`src/design/point_to_pixel_projection_macros.svh`:
```
// Assertion helpers for the projection block.
`ifndef POINT_TO_PIXEL_PROJECTION_MACROS_SVH
`define POINT_TO_PIXEL_PROJECTION_MACROS_SVH

`ifndef ASSERT_OFF
`define PTP_ASSERT(lbl, prop, msg) \
  lbl: assert property (@(posedge clk) disable iff (!rst_n) prop) else $error(msg);
`define PTP_ASSERT_NR(lbl, prop, msg) \
  lbl: assert property (@(posedge clk) prop) else $error(msg);
`else
`define PTP_ASSERT(lbl, prop, msg)
`define PTP_ASSERT_NR(lbl, prop, msg)
`endif

`endif

```
`src/design/ptp_pkg.sv`:
```
package ptp_pkg;

  localparam int PIXEL_BITS = 13;
  localparam int SIZE_BITS  = 14;
  localparam int QDEPTH     = 4;
  localparam int QAW        = $clog2(QDEPTH);

  localparam logic [3:0] COEFF_COUNT = 4'd12;
  localparam logic [PIXEL_BITS-1:0] PIX_MAX = '1;

  localparam logic [2:0] CFG_FOCAL_X  = 3'd0;
  localparam logic [2:0] CFG_FOCAL_Y  = 3'd1;
  localparam logic [2:0] CFG_SKEW     = 3'd2;
  localparam logic [2:0] CFG_CENTER_X = 3'd3;
  localparam logic [2:0] CFG_CENTER_Y = 3'd4;
  localparam logic [2:0] CFG_WIDTH    = 3'd5;
  localparam logic [2:0] CFG_HEIGHT   = 3'd6;

  typedef struct packed {
    logic               kind;
    logic [3:0]         coeff_index;
    logic signed [31:0] coeff_value;
    logic signed [31:0] point_x;
    logic signed [31:0] point_y;
    logic signed [31:0] point_z;
  } in_item_t;

  typedef struct packed {
    logic                  in_view;
    logic [PIXEL_BITS-1:0] pixel_col;
    logic [PIXEL_BITS-1:0] pixel_row;
    logic signed [31:0]    depth;
  } out_item_t;

  typedef struct packed {
    logic               is_pose;
    logic               idx_ok;
    logic [3:0]         idx;
    logic signed [31:0] coeff;
    logic signed [31:0] px;
    logic signed [31:0] py;
    logic signed [31:0] pz;
  } q_item_t;

  typedef struct packed {
    logic signed [31:0]   focal_x;
    logic signed [31:0]   focal_y;
    logic signed [31:0]   skew;
    logic signed [31:0]   center_x;
    logic signed [31:0]   center_y;
    logic [SIZE_BITS-1:0] width;
    logic [SIZE_BITS-1:0] height;
  } cfg_regs_t;

endpackage

```
`src/design/ptp_front.sv`:
```
module ptp_front (
  input  logic              clk,
  input  logic              rst_n,
  input  logic              in_valid,
  output logic              in_ready,
  input  ptp_pkg::in_item_t in_data,
  output logic              q_valid,
  input  logic              q_pop,
  output ptp_pkg::q_item_t  q_item
);
  import ptp_pkg::*;

  q_item_t        mem_r [QDEPTH];
  q_item_t        item_nxt;
  logic [QAW-1:0] wr_r, rd_r;
  logic [QAW:0]   cnt_r, cnt_nxt;
  logic           push, pop;

  assign in_ready = (cnt_r != (QAW+1)'(QDEPTH));
  assign q_valid  = (cnt_r != '0);
  assign push     = in_valid && in_ready;
  assign pop      = q_pop && q_valid;
  assign q_item   = mem_r[rd_r];

  // classify the beat
  always_comb begin
    item_nxt.is_pose = in_data.kind;
    item_nxt.idx_ok  = (in_data.coeff_index < COEFF_COUNT);
    item_nxt.idx     = in_data.coeff_index;
    item_nxt.coeff   = in_data.coeff_value;
    item_nxt.px      = in_data.point_x;
    item_nxt.py      = in_data.point_y;
    item_nxt.pz      = in_data.point_z;
  end

  always_comb begin
    case ({push, pop})
      2'b10:   cnt_nxt = cnt_r + 1'b1;
      2'b01:   cnt_nxt = cnt_r - 1'b1;
      default: cnt_nxt = cnt_r;
    endcase
  end

  always_ff @(posedge clk) begin
    if (!rst_n) begin
      wr_r  <= '0;
      rd_r  <= '0;
      cnt_r <= '0;
    end else begin
      cnt_r <= cnt_nxt;
      if (push) wr_r <= QAW'(wr_r + 1'b1);
      if (pop)  rd_r <= QAW'(rd_r + 1'b1);
    end
  end

  always_ff @(posedge clk) begin
    if (push) mem_r[wr_r] <= item_nxt;
  end

endmodule

```
`config.mk`:
```
export PLATFORM = sky130hd
export DESIGN_NAME = ptp_front
export DESIGN_NICKNAME = d
export VERILOG_FILES = /design/src/design/point_to_pixel_projection_macros.svh /design/src/design/ptp_pkg.sv /design/src/design/ptp_front.sv
export SDC_FILE = /design/constraint.sdc
export NUM_CORES = 1
export LEC_CHECK = 0
export ABC_AREA = 1
export BUFFER_PORTS_ARGS = -buffer_cell sky130_fd_sc_hd__buf_4
export CORE_ASPECT_RATIO = 0.75
export CORE_MARGIN = 3
export CORE_UTILIZATION = 35
export CTS_BUF_LIST = sky130_fd_sc_hd__clkbuf_16
export DETAILED_ROUTE_END_ITERATION = 7
export PLACE_DENSITY_LB_ADDON = 0.1
export SLEW_MARGIN = 30
export SYNTH_ARGS = -nofsm -noshare
export SYNTH_HDL_FRONTEND = slang
export SYNTH_SLANG_ARGS = --single-unit
```
`constraint.sdc`:
```
create_clock -name clk -period 8.55 [get_ports clk]
set_clock_uncertainty 0.2 [all_clocks]
set_input_delay 0.855 -clock clk [delete_from_list [all_inputs] [get_ports clk]]
set_output_delay 0.855 -clock clk [all_outputs]
set_load 0.02 [all_outputs]
```
==> results.cfg <==
[status]
status = finished clean

[floorplanning]
fp.dieW_um = 285
die_h_um = 215
die_area_um2 = 61200
ios = 273
core_area_um2 = 56800
rows = 75
start_util = 0.359

[global_routing]
overflow = 0
grt_pass1_vias = 11800
antenna_found_initial = 3
gr-usage-all-layers = 0.156
grt_pass1_wl_mm = 73.7
grt_start_max_net_pins = 203

[pwr]
p_per_area_nw_per_um2 = 302
power.leakage_nw = 8.51
internal_power_mw = 5.09
power.share.clock = 0.299
peakVddDrop_uv = 177
netSwitchingFraction = 0.316
power.switching_mw = 2.36
p_seq_frac = 0.436
comb_power_share = 0.265

[placed_design]
portBuffers = 272
placed_cell_area_um2 = 23000
gp_congestion = 0.711
dpl.hpwl_mm = 26.5

[routing]
routed_wl_mm = 48.6
drt-initial-drc-count = 767
vias = 11900
highest_layer = met5
drtPass1Iterations = 5
vias_per_cell = 4.89
wl_met1_mm = 21.8
met3RoutedLength_mm = 2.97
routed-wl-met2_mm = 22.9
postRouteAntennaNets = 0
avgRoutedWirePerCell_um = 20.0
drc = 0

[clock_tree]
cts_sinks = 545
cts.clk_slew.worst_paths_ps = 60
cts_tree = built
post_cts_buffers = 0
insertion_delay_ps = 590
hold_buffers = 0
cts_buffer_depth = 3
cts_resized = 0
htree_num_levels = 2
clock-root-buffer = clkbuf_16
cts-buffers-inserted = 56

[worst_setup_path]
cp.required_ps = 7500
cp_slowest_stage_delay_ps = 650
end_kind = output port
cp-start-kind = register
cp_cell_sequence = inv_8 -> buf_4 -> o21ai_0 -> o22ai_1 -> buf_4
reg2regPathDepth = 6
cpMostUsedCell = buf_4
crit_arrival_ps = 3270
crit_path_top_delay_cell = buf_4
critical_path_class = reg -> out
cp_max_fo = 122

[synth]
synth-edff-count = 536
synth_common_cells = edfxtp_1 (536), nor2_1 (278), o21ai_0 (212)
post-synth-top-count-cell = edfxtp_1
ys.flop_type = edfxtp_1
ys_seq_elements = 545
synth_area_um2 = 20400
syn-num-nets = 1508
synth.largest_area_cell = edfxtp_1
postSynthAreaPerCell_um2 = 14.9
yosysUniqueCellTypes = 20
synth_area_leaders = edfxtp_1 (79%), o21ai_0 (5.2%), nor2_1 (5.1%)
synth.top_cell.area_share = 0.790
async_flop_share = 0
yosys_warnings = 0
syn-instance-count = 1365
ys_seq_area_frac = 0.799

[cells_and_area]
seqCellArea_um2 = 16300
syn2layout_area_growth_pct = 20.9
final_core_util = 0.434
drive_gt1_frac = 0.220
fin_nets = 1766
final_design_area_no_fill_um2 = 24600
fill_cells = 5166
multi_input_area_um2 = 3460

[hold_path]
hold_class = in -> reg
hold_depth = 1

[timing]
max-slew-margin-rel = 0.365
fmax_ghz = 0.231
setup_viol = 0
layout_worst_path_cycle_share = 0.506
hold_viol_final = 0
period_needed_ps = 4320
slew_viol_final = 0
worst_pin_slew_ps = 953
setup_tns_ps = 0
rsz0062_at_grt = no

[flow_run]
maxCapViolations = 0
-- area by class of cell --
| cell class | count | share of cell area |
|---|---|---|
| sequential | 545 | 0.661 |
| multi-input combinational | 714 | 0.140 |
| timing repair buffer | 288 | 0.0887 |
| clock buffer | 57 | 0.0579 |
| tap | 770 | 0.0391 |
| clock inverter | 39 | 0.00935 |
| inverter | 18 | 0.00325 |
| antenna | 4 | 0.000406 |
-- per-stage QoR --
step                std cells  hold slack (ps)  power [mW]  setup WS (ps)
floorplan                1365              244        4.54           1140
global placement         2335              260        5.31           4700
detailed placement       2335              275        5.32           4640
CTS                      2431              211        7.58           3970
global route             2432              228        7.84           3980
finish                   2435              258        7.45           4230
-- cells by family (layout without fill, tap and decap cells) --
| logic type | count (synthesis) | count (layout) | share of synthesized area |
|---|---|---|---|
| AND/OR/NAND/NOR | 299 | 299 | 0.0554 |
| AO/OA/AOI/OAI | 409 | 409 | 0.109 |
| adder cells (fa/ha/maj) | 6 | 6 | 0.00405 |
| buffers and inverters | 106 | 402 | 0.0332 |
| other | 0 | 4 | 0 |
| flip-flops | 545 | 545 | 0.799 |
-- registers in the layout (all words and copies together), names as in the netlist, named ones only --
name / cells
cnt_r: 3
mem_r: 536
rd_r: 2
wr_r: 2
-- final timing paths --
path,start,endpoint,slack [ps]
max,register,q_item[13],4230
min,in_data[24],mem_r[0][24]$_DFFE_PP_,260
max reg2reg,cnt_r[0]$_SDFFE_PN0P_,mem_r[3][101]$_DFFE_PP_,5430
min reg2reg,cnt_r[0]$_SDFFE_PN0P_,cnt_r[0]$_SDFFE_PN0P_,300
-- worst max-delay path, delay by kind of cell (launching register included) --
| kind | cells | cell delay [ps] |
|---|---|---|
| buffers and inverters | 3 | 1490 |
| AOI/OAI and AO/OA | 2 | 520 |
| DFF | 1 | 560 |
-- metal layers --
layer	up-vias	track usage
met5	-	0
met4	4	0.0403
met3	70	0.0392
met2	244	0.251
met1	5914	0.211
li1	5676	-
-- power by group through the flow --
stage          Sequential [mW]  Combinational, mW  Clock [mW]
2_1_floorplan             3.31               1.23           0
3_3_place_gp              3.31               2.00           0
3_5_place_dp              3.31               2.01           0
4_1_cts                   3.25               2.02        2.31
5_1_grt                   3.27               2.15        2.42
6_report                  3.25               1.97        2.22
-- placed cells by master, fill, tap and decap left out, types with 11 or more instances in the layout --
master / instances
buf_4: 284
clkbuf_16: 57
clkinv_1: 11
edfxtp_1: 536
inv_1: 31
nand2_1: 16
nor2_1: 274
o21ai_0: 212
o21ai_1: 58
o22ai_1: 134
No activity file was read; power rests on OpenSTA's default activity.
